File: src/erc_pkg.sv
// shared constants, types and codes for the error range coalescer
package erc_pkg;

  localparam int SLOTS      = 21;
  localparam int WORD_BYTES = 8;
  localparam int ADDR_BITS  = 48;
  localparam int END_W      = ADDR_BITS + 1;
  localparam int IDX_W      = $clog2(SLOTS);
  localparam int CNT_W      = $clog2(SLOTS + 1);

  // fixed item field widths
  localparam int MODE_W  = 2;
  localparam int FADDR_W = 48;
  localparam int SLOT_W  = 5;
  localparam int LEN_W   = 49;

  typedef logic [IDX_W-1:0]     idx_t;
  typedef logic [ADDR_BITS-1:0] saddr_t;
  typedef logic [END_W-1:0]     eaddr_t;

  typedef enum logic [MODE_W-1:0] {
    MODE_CLEAR  = 2'd0,
    MODE_INSERT = 2'd1,
    MODE_READ   = 2'd2
  } mode_t;

  typedef enum logic [2:0] {
    ST_IDLE,
    ST_SCAN,
    ST_PLACE,
    ST_MRG,
    ST_MRG_RD,
    ST_MRG_WR,
    ST_RD_WAIT,
    ST_DONE
  } state_t;

  typedef struct packed {
    saddr_t start_val;
    eaddr_t end_val;
  } entry_t;

  typedef struct packed {
    logic   start_en;
    logic   end_en;
    idx_t   addr;
    entry_t data;
  } store_wr_t;

endpackage

File: src/erc_store.sv
// range table storage: one write port, two registered read ports
module erc_store import erc_pkg::*; (
  input  logic      clk,
  input  store_wr_t wr,
  input  idx_t      rd_addr_a,
  input  idx_t      rd_addr_b,
  output entry_t    rd_a,
  output entry_t    rd_b
);

  saddr_t start_mem [SLOTS];
  eaddr_t end_mem   [SLOTS];

  always_ff @(posedge clk) begin
    if (wr.start_en) begin
      start_mem[wr.addr] <= wr.data.start_val;
    end
    if (wr.end_en) begin
      end_mem[wr.addr] <= wr.data.end_val;
    end
    rd_a.start_val <= start_mem[rd_addr_a];
    rd_a.end_val   <= end_mem[rd_addr_a];
    rd_b.start_val <= start_mem[rd_addr_b];
    rd_b.end_val   <= end_mem[rd_addr_b];
  end

endmodule

File: config.mk
export PLATFORM = sky130hd
export DESIGN_NAME = erc_store
export DESIGN_NICKNAME = d
export VERILOG_FILES = /design/src/erc_pkg.sv /design/src/erc_store.sv
export SDC_FILE = /design/constraint.sdc
export NUM_CORES = 2
export LEC_CHECK = 0
export ABC_AREA = 1
export CELL_PAD_IN_SITES_DETAIL_PLACEMENT = 1
export CELL_PAD_IN_SITES_GLOBAL_PLACEMENT = 1
export CORE_ASPECT_RATIO = 1.4
export CORE_MARGIN = 2
export CORE_UTILIZATION = 30
export DETAILED_ROUTE_END_ITERATION = 10
export DONT_BUFFER_PORTS = 1
export GPL_TIMING_DRIVEN = 1
export HOLD_SLACK_MARGIN = 0.02
export PLACE_DENSITY = 0.6
export REMOVE_ABC_BUFFERS = 1
export SLEW_MARGIN = 20
export SYNTH_ARGS = -nofsm -noshare
export SYNTH_HDL_FRONTEND = slang
export SYNTH_SLANG_ARGS = --single-unit
File: constraint.sdc
create_clock -name clk -period 6.1 [get_ports clk]
set_input_delay 1.22 -clock clk [delete_from_list [all_inputs] [get_ports clk]]
set_output_delay 1.22 -clock clk [all_outputs]
set_load 0.02 [all_outputs]
==> out/metrics.yaml <==
status:
  status: "finished with violations"
  violations: "max-slew violations"
placed_design:
  port_buffers: 0
  dp_hpwl_mm: 208.7
  place_congestion: 0.7466
grt:
  antenna_found_initial: 11
  grt_start_max_net_pins: 577
  grt_pass1_wl_mm: 632.6
  grt.overflow.total: 0
  grt_pass1_vias: 93091
  grt_util_all_layers_pct: 22.85
sta:
  worstMarginPinSlew_ps: 1922
  maxSlewHeadroom_pct: -28.15
  finalSetupTns_ps: 0
  fin_crit_ps: 3934
  hold_violations: 0
  setup_viol: 0
  finClkSkew_ps: 34.04
  report.final.slew_viol_count: 362
  holdWs_ps: 409.1
  rsz0062_at_grt: "no"
  fmax_ghz: 0.2542
  min_period_over_period_pct: 64.49
clock_network:
  cts_hold_buffers: 0
  cts_made_buffers: 264
  ctsResizeCount: 0
  insertion_delay_ps: 900
  clk_pin_slew_worst_paths_ps: 60
  cts-root-buf: "clkbuf_16"
  htree_levels: 5
  cts.sinks: 2231
  postCtsSetupBuffers: 0
  tritoncts: "yes"
  clk_path_buf_depth: 4
final_layout:
  num-fill-cells: 42604
  nets: 12351
  seq_area_um2: 65050
  area_growth_pct: 12.04
  multi_input_area_um2: 34880
  utilization_pct: 33.72
  drive_above_1_share_pct: 4.708
synthesis:
  synth_seq_cells: 2231
  syn_area_um2: 110100
  synthFlopType: "edfxtp_1"
  synth_cell_types: 19
  yosysTopAreaCellShare_pct: 55.54
  ys_warn_count: 0
  ys_seq_area_share_pct: 59.07
  synthArstFlopShare_pct: 0
  synth_commonest_cells: "4019 x nand2_1, 2837 x nand3_1, 2037 x edfxtp_1"
  synth_edf_count: 2037
  synth_largest_area_cell: "edfxtp_1"
  syn_area_per_cell_um2: 8.692
  synthTopCellsByArea: "edfxtp_1 56%, nand2_1 14%, nand3_1 13%"
  synth_most_common_cell: "nand2_1"
  syn_inst: 12670
worst_setup_path:
  path_class: "in -> reg"
  endpoint_kind: "register"
  worstPathCellList: "buf_16 -> buf_16 -> buf_16 -> inv_8 -> buf_12 -> buf_12 -> nor2_1 -> o21ai_0 -> o21ai_1 -> nand2_1"
  r2r_end: "rd_a[89]"
  r2r_slack_ps: 4650
  crit_family: "buffers and inverters"
  cp_num_buf_inv: 6
  crit_path_max_fanout: 161
  required_ps: 6850
  ff2ff_path_depth: 8
  cp.arrival_ps: 4680
  slowest_stage: "buf_16"
  slowest_delay_ps: 550
  r2r-start: "start_mem[2][40]"
  start_kind: "input pin"
  cpMostUsedCell: "buf_16"
worst_hold_path:
  holdCritStartpoint: "wr[49]"
  worstHoldPathType: "in -> reg"
  hold_end: "start_mem[17][0]"
  hold_depth: 0
pwr:
  seqPwrFrac_pct: 48.4
  p_comb_share_pct: 7.3
  vdd_drop_max_v: 0.0002765
  powerDensity_nw_per_um2: 290.6
  p_clk_share_pct: 44.3
  p_switching_mw: 8.849
  leakage_nw: 51.26
  p_int_mw: 27.01
  switching_share_pct: 24.68
die:
  core_area_um2: 365900
  initial_core_util_pct: 30.10
  die_area_um2: 372000
  io_pins: 309
  fp.dieH_um: 720.9
  rows: 263
  die_w_um: 516.1
route:
  wl_met2_mm: 212.3
  met1_length_mm: 186.1
  route.met3.wl_mm: 24.04
  ant_nets: 0
  wl_per_cell_um: 25.01
  drt_iter0_drc: 6790
  route.detailed.drc: 0
  via_count: 89555
  highest_layer: "met5"
  drt_wl_total_mm: 434.0
  drt_pre_antenna_iters: 5
  vias_per_cell: 5.161
run:
  cap_violations: 0
-- per-stage QoR --
step	cells	area [um^2]	total power, mW	setup WS, ps
2_1_floorplan	11810	106100	19.25	-2460
3_3_place_gp	16855	114400	20.01	1866
3_5_place_dp	16870	114800	20.31	963.0
4_1_cts	17346	123300	36.28	1936
5_1_grt	17350	123400	37.10	2057
6_report	17351	123400	35.86	2166
-- registers in the layout (all words and copies together) (netlist names) --
register,cells
start_mem,1008
rd_a,97
rd_b,97
end_mem,1029
-- area by class of cell --
cell class | instances | area share [%]
diodes | 3 | 0.006084
clock buffers | 381 | 6.177
clock inverters | 95 | 0.7240
inverters | 1719 | 5.297
multi-input cells | 7860 | 28.27
flip-flops and latches | 2231 | 52.72
well taps | 4902 | 4.971
repair buffers | 160 | 1.835
-- cells in the final DEF (no fill, tap or decap), types with 74 or more instances in the layout --
master,netlist,layout
a21oi_1,194,194
nor2_1,191,167
edfxtp_1,2037,2037
clkbuf_1,275,74
nand2_1,4019,4019
o211ai_1,216,216
dfxtp_1,194,194
nand3_1,2837,2837
o21ai_0,330,330
clkbuf_16,0,277
buf_4,25,84
inv_1,1710,1709
-- per-layer routing --
layer	GRT usage [%]	up-vias
li1	-	40847
met1	28.94	45837
met2	40.02	2249
met3	3.731	616
met4	6.059	6
met5	0	-
-- power by group through the flow --
stage	combinational [mW]	clock [mW]	sequential (mW)
4_1_cts	2.63	16.3	17.4
6_report	2.62	15.9	17.4
3_3_place_gp	2.32	0	17.7
3_5_place_dp	2.62	0	17.7
5_1_grt	2.91	16.8	17.4
2_1_floorplan	1.69	0	17.6
-- how the worst max path moves through the flow --
stage	end	cells past startpoint	start	slack, ps
6_report	rd_b[7]	10	rd_addr_b[0]	2170
3_5_place_dp	rd_b[7]	10	rd_addr_b[0]	960
2_1_floorplan	rd_b[49]	5	rd_addr_b[0]	-2460
4_1_cts	rd_b[4]	13	rd_addr_b[0]	1940
3_3_place_gp	rd_b[42]	10	rd_addr_b[0]	1870
5_1_grt	rd_b[7]	10	rd_addr_b[0]	2060
-- kinds of logic (layout without fill, tap and decap cells) --
family,Yosys count,count (layout),synth area share (%)
simple gates,7065,7065,27.32
other cells,0,3,0
buf+inv,2579,2355,9.507
compound gates,795,795,4.104
flops,2231,2231,59.07
No activity file was read; power rests on OpenSTA's default activity.
