## config.mk

```make
export PLATFORM = sky130hd
export DESIGN_NAME = erc_gap
export DESIGN_NICKNAME = d
export VERILOG_FILES = /design/src/erc_pkg.sv /design/src/erc_gap.sv
export SDC_FILE = /design/constraint.sdc
export NUM_CORES = 1
export LEC_CHECK = 0
export BUFFER_PORTS_ARGS = -buffer_cell sky130_fd_sc_hd__buf_2
export CAP_MARGIN = 40
export CORE_ASPECT_RATIO = 0.9
export CORE_UTILIZATION = 35
export DETAILED_ROUTE_END_ITERATION = 8
export SETUP_SLACK_MARGIN = 0.1
export SLEW_MARGIN = 25
export SYNTH_ARGS = -nofsm -noshare
export SYNTH_HDL_FRONTEND = slang
export SYNTH_SLANG_ARGS = --single-unit
```

## constraint.sdc

```tcl
create_clock -name vclk -period 10
set_input_delay 1 -clock vclk [all_inputs]
set_output_delay 1 -clock vclk [all_outputs]
set_load 0.01 [all_outputs]
```

## src/erc_pkg.sv

```systemverilog
// shared constants, types and codes for the error range coalescer
package erc_pkg;

  localparam int SLOTS      = 21;
  localparam int WORD_BYTES = 8;
  localparam int ADDR_BITS  = 48;
  localparam int END_W      = ADDR_BITS + 1;
  localparam int IDX_W      = $clog2(SLOTS);
  localparam int CNT_W      = $clog2(SLOTS + 1);

  // fixed item field widths
  localparam int MODE_W  = 2;
  localparam int FADDR_W = 48;
  localparam int SLOT_W  = 5;
  localparam int LEN_W   = 49;

  typedef logic [IDX_W-1:0]     idx_t;
  typedef logic [ADDR_BITS-1:0] saddr_t;
  typedef logic [END_W-1:0]     eaddr_t;

  typedef enum logic [MODE_W-1:0] {
    MODE_CLEAR  = 2'd0,
    MODE_INSERT = 2'd1,
    MODE_READ   = 2'd2
  } mode_t;

  typedef enum logic [2:0] {
    ST_IDLE,
    ST_SCAN,
    ST_PLACE,
    ST_MRG,
    ST_MRG_RD,
    ST_MRG_WR,
    ST_RD_WAIT,
    ST_DONE
  } state_t;

  typedef struct packed {
    saddr_t start_val;
    eaddr_t end_val;
  } entry_t;

  typedef struct packed {
    logic   start_en;
    logic   end_en;
    idx_t   addr;
    entry_t data;
  } store_wr_t;

endpackage

```

## src/erc_gap.sv

```systemverilog
// distance between two ranges, zero when they touch or overlap
module erc_gap import erc_pkg::*; (
  input  entry_t x,
  input  entry_t y,
  output eaddr_t gap
);

  logic [END_W:0] d_xy;
  logic [END_W:0] d_yx;

  assign d_xy = {2'b00, y.start_val} - {1'b0, x.end_val};
  assign d_yx = {2'b00, x.start_val} - {1'b0, y.end_val};

  always_comb begin
    if (!d_xy[END_W]) begin
      gap = d_xy[END_W-1:0];
    end else if (!d_yx[END_W]) begin
      gap = d_yx[END_W-1:0];
    end else begin
      gap = '0;
    end
  end

endmodule
```

==> results of run 1 <==
[routing by layer]
metal	vias up	track usage [%]	share of wire, %
met1	3354	34.6	51
met5	-	0	0
li1	3816	-	-
met3	22	0.560	5.7
met2	304	34.5	42
met4	0	4.05	1.8
[worst min-delay path, cell delays in order]
cell     delay [ns]
buf_2          0.08
ha_1           0.12
o22ai_1        0.06
buf_2          0.14
[cell type report]
class              count  area share [%]
repair buffers       245            16.3
well taps            235            3.89
multi-input cells    786            74.2
inverters            112            5.57
[kinds of logic (layout without fill, tap and decap cells)]
logic type	after synthesis	in the layout	synth area share (%)
adders and majority gates	98	98	20.1
xor gates and xnor gates	89	89	12.6
AOI/OAI and AO/OA	376	376	40.4
and+or+nand+nor	223	223	17.3
buffers and inverters	146	357	9.51
[stage by stage]
stage | util, % | instances | hold slack (ns) | worst slack, ns | total power, mW
3_5_place_dp | 44.3 | 1378 | 2.39 | 4.42 | 0.531
3_3_place_gp | 44.3 | 1378 | 2.39 | 4.46 | 0.533
6_report | 44.3 | 1378 | 2.40 | 4.35 | 0.542
5_1_grt | 44.3 | 1378 | 2.43 | 4.06 | 0.591
2_1_floorplan | - | 932 | 2.19 | 5.15 | 0.362
4_1_cts | 44.3 | 1378 | 2.39 | 4.40 | 0.535
[power breakdown]
group	internal [mW]	leakage, nW	switching [mW]
registers	0	0	0
logic	0.221	4.04	0.321
clock network	0	0	0
[cell usage after synthesis, types with 16 or more instances]
cell type / n / area (um2)
inv_1: 112 / 420
ha_1: 96 / 1200
a21oi_1: 95 / 475
nand2_1: 66 / 248
o21ai_0: 61 / 305
nor2_1: 52 / 195
a21o_1: 49 / 368
xor2_1: 48 / 420
o22ai_1: 46 / 288
xnor2_1: 41 / 359
clkbuf_1: 26 / 97.6
nand3_1: 24 / 120
o21bai_1: 17 / 128
nand4_1: 16 / 100
[worst min path at each step]
stage | start | depth (start not counted) | end | slack [ns]
finish | y[0] | 4 | gap[0] | 2.40
global route | y[0] | 4 | gap[0] | 2.43
CTS | y[0] | 4 | gap[0] | 2.39
detailed placement | y[0] | 4 | gap[0] | 2.39
global placement | x[0] | 4 | gap[0] | 2.39
floorplan | y[0] | 2 | gap[0] | 2.19
==> results.py, run 1 <==
metrics = {
    "status": {
        "outcome": "complete, no violations",
    },
    "layout": {
        "antenna_cells": 0,
        "layout.nets": 1437,
        "area_delta_synth_final_pct": 22.2,
        "multiInputGateArea_um2": 5610,
        "fin_area_um2": 7550,
        "seqCellArea_um2": 0,
        "final_cell_mix": "243 x buf_2, 112 x inv_1, 96 x ha_1",
        "final_common_cell": "buf_2",
        "drive_gt1_share_pct": 23.1,
        "n_fill_cell": 1890,
        "clock_buffers": 0,
        "design.seq.count": 0,
    },
    "floorplan": {
        "die_width_um": 142,
        "dieArea_um2": 18200,
        "start_util_pct": 36.2,
        "ios": 243,
        "rows": 45,
        "design.core.area_um2": 17100,
        "fp.dieH_um": 128,
    },
    "global_route": {
        "grt_pass1_vias": 6517,
        "grt_max_degree": 46,
        "grtUsageTotal_pct": 22.5,
        "gr-total-overflow": 0,
        "grt_pass1_wl_mm": 33.0,
        "antenna_found_initial": 0,
    },
    "timing": {
        "slew_headroom_pct": 52.4,
        "worstMarginPinSlew_ns": 0.710,
        "rsz0062_at_grt": "no",
        "setup-violations-final": 0,
        "fin_tns_setup_ns": 0,
        "min_period_ns": 5.65,
        "hold_viol": 0,
        "slew_viol_final": 0,
        "finalCritPeriodShare_pct": 56.5,
        "fmax_mhz": 177,
    },
    "worst_setup_path": {
        "cp_num_buf_inv": 4,
        "cpMaxStageDelayCell": "a31oi_1",
        "worstPathRequired_ns": 9.00,
        "cp-end-kind": "output pin",
        "cp-endpoint": "gap[42]",
        "path_depth": 16,
        "worstPathCellList": "buf_2 -> inv_1 -> ha_1 -> inv_1 -> fa_1 -> a211oi_1 -> o21ai_0 -> o2111ai_1 -> a31o_2 -> o21ai_0 -> a31oi_1 -> o221ai_1 -> o41ai_1 -> xor2_1 -> o22ai_1 -> buf_2",
        "arrival_ns": 4.65,
        "worstSetupPathType": "in -> out",
        "setup.worst_path.start": "x[49]",
        "critPathTopFamily": "compound AO/OA/AOI/OAI gates",
        "startpoint_type": "input port",
        "cp_max_fo": 6,
        "critPathMaxStageDelay_ns": 0.61,
    },
    "route": {
        "firstDrtPassIters": 6,
        "drt_first_iter_violations": 567,
        "route.detailed.drc": 0,
        "routed_wl_mm": 21.8,
        "postRouteAntennaNets": 0,
        "wire_per_inst_um": 15.8,
        "via_per_inst": 5.44,
        "num_vias": 7496,
    },
    "cts": {
        "post_cts_buffers": 0,
        "ctsResizeCount": 0,
        "cts_hold_buf": 0,
    },
    "run": {
        "cap_violations": 0,
    },
    "place": {
        "io_buffers": 243,
        "dp_hpwl_mm": 18.8,
        "place.gp.congestion": 0.934,
        "place_area_um2": 7550,
    },
    "synth": {
        "ys_warn_count": 0,
        "avgSynthCellArea_um2": 6.63,
        "yosysUniqueCellTypes": 66,
        "syn_nets": 1224,
        "syn_inst": 932,
        "ys_seq_area_share_pct": 0,
        "syn_area_um2": 6180,
    },
    "pwr": {
        "max-vdd-ir-drop_mv": 0.0279,
        "p_leak_nw": 4.04,
        "power_density_nw_per_um2": 71.8,
    },
    "min_path": {
        "min_path_type": "in -> out",
    },
}
Note: power is estimated with default switching activity, not from simulation.
==> run 2, diff against run 1 <==
==> constraint.sdc (replaced) <==
create_clock -name vclk -period 5.5
set_input_delay 0.55 -clock vclk [all_inputs]
set_output_delay 0.55 -clock vclk [all_outputs]
set_load 0.01 [all_outputs]
==> run 2 against run 1 <==
Via count is 1.0% lower. Largest power group unchanged. Sequential share of layout area stayed put. Hold slack worse by 0.91 ns. Sequential cell count stayed put. Final cell count hardly changed. Critical path depth is 1 higher. Critical path type unchanged.
==> results.py, run 2 (synthesis results as in run 1) <==
metrics = {
    "floorplan": {
        "die_width_um": 142,
        "design.core.area_um2": 17100,
        "dieArea_um2": 18200,
        "fp.dieH_um": 128,
        "ios": 243,
        "start_util_pct": 36.2,
        "rows": 45,
    },
    "pwr": {
        "pwr-share-comb_pct": 100.0,
        "power.share.switching_pct": 59.3,
        "max-vdd-ir-drop_mv": 0.0468,
        "power_density_nw_per_um2": 131,
        "p_clk_share_pct": 0,
        "p_seq_share_pct": 0,
        "p_leak_nw": 4.05,
        "internal-power_mw": 0.403,
        "p_sw_mw": 0.588,
    },
    "layout": {
        "instances_no_fill": 1379,
        "layout.nets": 1438,
        "seqCellArea_um2": 0,
        "drive_gt1_share_pct": 23.2,
        "area_delta_synth_final_pct": 22.3,
        "final_common_cell": "buf_2",
        "clock_buffers": 0,
        "antenna_cells": 0,
        "final_cell_mix": "243 x buf_2, 112 x inv_1, 96 x ha_1",
        "utilization_pct": 44.3,
        "design.seq.count": 0,
    },
    "global_route": {
        "grt_max_degree": 46,
        "grt_pass1_vias": 6602,
        "grtUsageTotal_pct": 23.1,
        "antenna_found_initial": 0,
        "gr-total-overflow": 0,
        "grt_pass1_wl_mm": 34.1,
    },
    "worst_setup_path": {
        "arrival_ns": 4.02,
        "worstPathCellList": "buf_2 -> inv_1 -> ha_1 -> inv_1 -> fa_1 -> a211oi_1 -> o21ai_0 -> o2111ai_1 -> a31o_2 -> o21ai_0 -> a31oi_1 -> buf_4 -> o221ai_1 -> o41ai_1 -> xor2_1 -> o22ai_1 -> buf_2",
        "cp_max_fo": 6,
        "startpoint_type": "input port",
        "cp_num_buf_inv": 5,
        "worstPathRequired_ns": 4.95,
        "critPathTopFamily": "compound AO/OA/AOI/OAI gates",
        "critPathMaxStageDelay_ns": 0.42,
        "worstSetupPathType": "in -> out",
        "setup.worst_path.start": "x[49]",
        "cpMaxStageDelayCell": "fa_1",
        "cp-end-kind": "output pin",
    },
    "cts": {
        "post_cts_buffers": 0,
        "ctsResizeCount": 0,
        "cts_hold_buf": 0,
    },
    "timing": {
        "hold_viol": 0,
        "min_period_ns": 4.57,
        "finalCritPeriodShare_pct": 83.1,
        "fmax_mhz": 219,
        "setup-violations-final": 0,
        "rsz0062_at_grt": "no",
        "slew_headroom_pct": 55.4,
        "worstMarginPinSlew_ns": 0.664,
        "fin_tns_setup_ns": 0,
        "slew_viol_final": 0,
    },
    "place": {
        "dp_hpwl_mm": 19.2,
        "io_buffers": 243,
        "dp.cells": 1379,
        "place.gp.congestion": 0.935,
    },
    "route": {
        "postRouteAntennaNets": 0,
        "wire_per_inst_um": 16.0,
        "firstDrtPassIters": 5,
        "num_vias": 7419,
        "via_per_inst": 5.38,
        "route.detailed.drc": 0,
        "drt_first_iter_violations": 522,
        "routed_wl_mm": 22.0,
    },
    "run": {
        "cap_violations": 0,
    },
    "min_path": {
        "min_from": "x[0]",
        "min_path_type": "in -> out",
    },
    "status": {
        "outcome": "complete, no violations",
    },
}
-- run 2: power groups by stage --
stage	clock network [mW]	logic (mW)	registers, mW
final	0	0.991	0
after global placement	0	0.980	0
after floorplan	0	0.658	0
after global routing	0	1.08	0
after detailed placement	0	0.973	0
after CTS	0	0.981	0
-- run 2: per-stage QoR --
step                      total power [mW]  setup slack [ns]  hold slack [ns]  area (um2)
after detailed placement             0.973             0.950             1.49        7560
after CTS                            0.981             0.941             1.49        7560
after floorplan                      0.658              1.55             1.29        6180
after global placement               0.980             0.963             1.49        7560
after global routing                  1.08             0.617             1.51        7560
final                                0.991             0.928             1.49        7560
-- run 2: metal layers --
metal	wire, um	global-route usage [%]	part of all wire, %
met1	11200	35.0	51
met2	9320	36.1	42
met3	1210	1.46	5.5
met4	288	2.97	1.3
met5	0	0	0
-- run 2: worst min-delay path, cell delays in order --
cell	delay, ns
buf_2	0.08
ha_1	0.11
o22ai_1	0.07
buf_2	0.13
-- run 2: final timing paths --
kind | to | slack [ns] | cells past startpoint
max | gap[42] | 0.93 | 17
min | gap[0] | 1.49 | 4
-- run 2: layout make-up --
type,count,area [um2]
multi-input cells,786,5610
well taps,235,294
repair buffers,246,1240
fillers,1876,9500
inverters,112,420
==> run 3, diff against run 2 <==
==> constraint.sdc (replaced) <==
create_clock -name vclk -period 4.2
set_input_delay 0.42 -clock vclk [all_inputs]
set_output_delay 0.42 -clock vclk [all_outputs]
set_load 0.01 [all_outputs]
==> run 3 against run 2 <==
Via count rose by 2.6%. Non-clock buffer count up 29. Combinational power grew 35%. Critical path type unchanged. Power increased by 36%. Sequential cell count stayed put.
==> results.py, run 3 (synthesis results as in run 1) <==
metrics = {
    "status": {
        "outcome": "complete, no violations",
    },
    "place": {
        "place_area_um2": 7780,
        "dp.cells": 1406,
        "place.gp.congestion": 0.937,
        "dp_hpwl_mm": 19.0,
        "io_buffers": 243,
    },
    "global_route": {
        "antenna_found_initial": 0,
        "grt_busiest_layer": "met2",
        "gr-usage-met2_pct": 35.8,
        "grt_pass1_vias": 6686,
        "use_met3_pct": 0.560,
        "gr-total-overflow": 0,
        "grtUsageTotal_pct": 22.9,
        "grt_max_degree": 40,
        "grt_pass1_wl_mm": 33.6,
        "met1_usage_pct": 35.5,
    },
    "layout": {
        "fin_area_um2": 7880,
        "antenna_cells": 0,
        "multiInputGateArea_um2": 5690,
        "layout.nets": 1467,
        "final_cell_mix": "243 x buf_2, 112 x inv_1, 94 x a21oi_1, 94 x ha_1, 66 x nand2_1",
        "clock_buffers": 0,
        "seqCellArea_um2": 0,
        "final_common_cell": "buf_2",
        "n_fill_cell": 1845,
        "drive_gt1_share_pct": 26.3,
        "design.seq.count": 0,
        "utilization_pct": 46.2,
        "instances_no_fill": 1408,
        "area_delta_synth_final_pct": 27.4,
    },
    "pwr": {
        "power_density_nw_per_um2": 171,
        "p_clk_share_pct": 0,
        "p_leak_nw": 4.21,
        "p_sw_mw": 0.776,
        "p_seq_share_pct": 0,
        "pwr-share-comb_pct": 100.0,
        "max-vdd-ir-drop_mv": 0.0565,
        "power.share.switching_pct": 57.7,
        "internal-power_mw": 0.568,
    },
    "timing": {
        "fin_tns_setup_ns": 0,
        "slew_viol_final": 0,
        "slew_headroom_pct": 60.8,
        "worstMarginPinSlew_ns": 0.582,
        "rsz0062_at_grt": "no",
        "fmax_mhz": 252,
        "finalCritPeriodShare_pct": 94.7,
        "hold_viol": 0,
        "timing.hold.ws_ns": 1.23,
        "setup-violations-final": 0,
        "min_period_ns": 3.98,
    },
    "route": {
        "routed_wl_mm": 21.9,
        "num_vias": 7611,
        "wire_per_inst_um": 15.5,
        "route.detailed.drc": 0,
        "postRouteAntennaNets": 0,
        "firstDrtPassIters": 5,
        "via_per_inst": 5.41,
        "drt_first_iter_violations": 640,
    },
    "floorplan": {
        "die_width_um": 142,
        "dieArea_um2": 18200,
        "start_util_pct": 36.2,
        "ios": 243,
        "rows": 45,
        "design.core.area_um2": 17100,
        "fp.dieH_um": 128,
    },
    "worst_setup_path": {
        "cp-end-kind": "output pin",
        "arrival_ns": 3.56,
        "startpoint_type": "input port",
        "cp_max_fo": 6,
        "worstSetupPathType": "in -> out",
        "worstPathRequired_ns": 3.78,
    },
    "cts": {
        "cts_hold_buf": 0,
    },
    "min_path": {
        "min_path_cells": 4,
        "min_path_type": "in -> out",
    },
    "run": {
        "cap_violations": 0,
    },
}
-- run 3: cell types whose count changed in the layout (fill, tap and decap cells not counted), sizes merged --
cell  delta
buf     +29
-- run 3: what timing repair did --
action,CTS,global route
resized for setup,1,18
pin swaps,0,6
setup buffers,0,2
endpoints found under the setup margin,2,44
-- run 3: layout make-up --
type,instances,share of cell area [%]
inverters,112,5.34
well taps,235,3.73
multi-input cells,786,72.2
repair buffers,275,18.7
-- run 3: per-layer routing --
layer / up-vias / wire length (um)
met4: 0 / 228
met2: 270 / 9250
met5: - / 0
met3: 14 / 1200
li1: 3892 / -
met1: 3435 / 11200
-- run 3: power by group through the flow --
stage	Combinational [mW]	Sequential [mW]	Clock [mW]
floorplan	0.862	0	0
global placement	1.30	0	0
detailed placement	1.30	0	0
CTS	1.31	0	0
global route	1.47	0	0
finish	1.34	0	0
-- run 3: path summary, 6_finish.rpt --
check	end	startpoint	slack [ns]
setup / recovery	gap[48]	y[59]	0.22
hold / removal	gap[0]	x[0]	1.23
-- run 3: per-stage QoR --
| step | setup slack, ns | total power, mW |
|---|---|---|
| floorplan | 0.513 | 0.862 |
| global placement | 0.111 | 1.30 |
| detailed placement | 0.0526 | 1.30 |
| CTS | 0.148 | 1.31 |
| global route | 0.103 | 1.47 |
| finish | 0.224 | 1.34 |
-- run 3: critical path, stage by stage --
cell      delay, ns
buf_2          0.10
ha_1           0.30
a21oi_1        0.28
nor2_1         0.12
a211oi_2       0.29
o311ai_4       0.18
a31oi_4        0.26
o21ai_4        0.10
a311oi_2       0.35
o22ai_2        0.15
a211o_1        0.34
buf_4          0.17
o41ai_2        0.32
buf_2          0.19
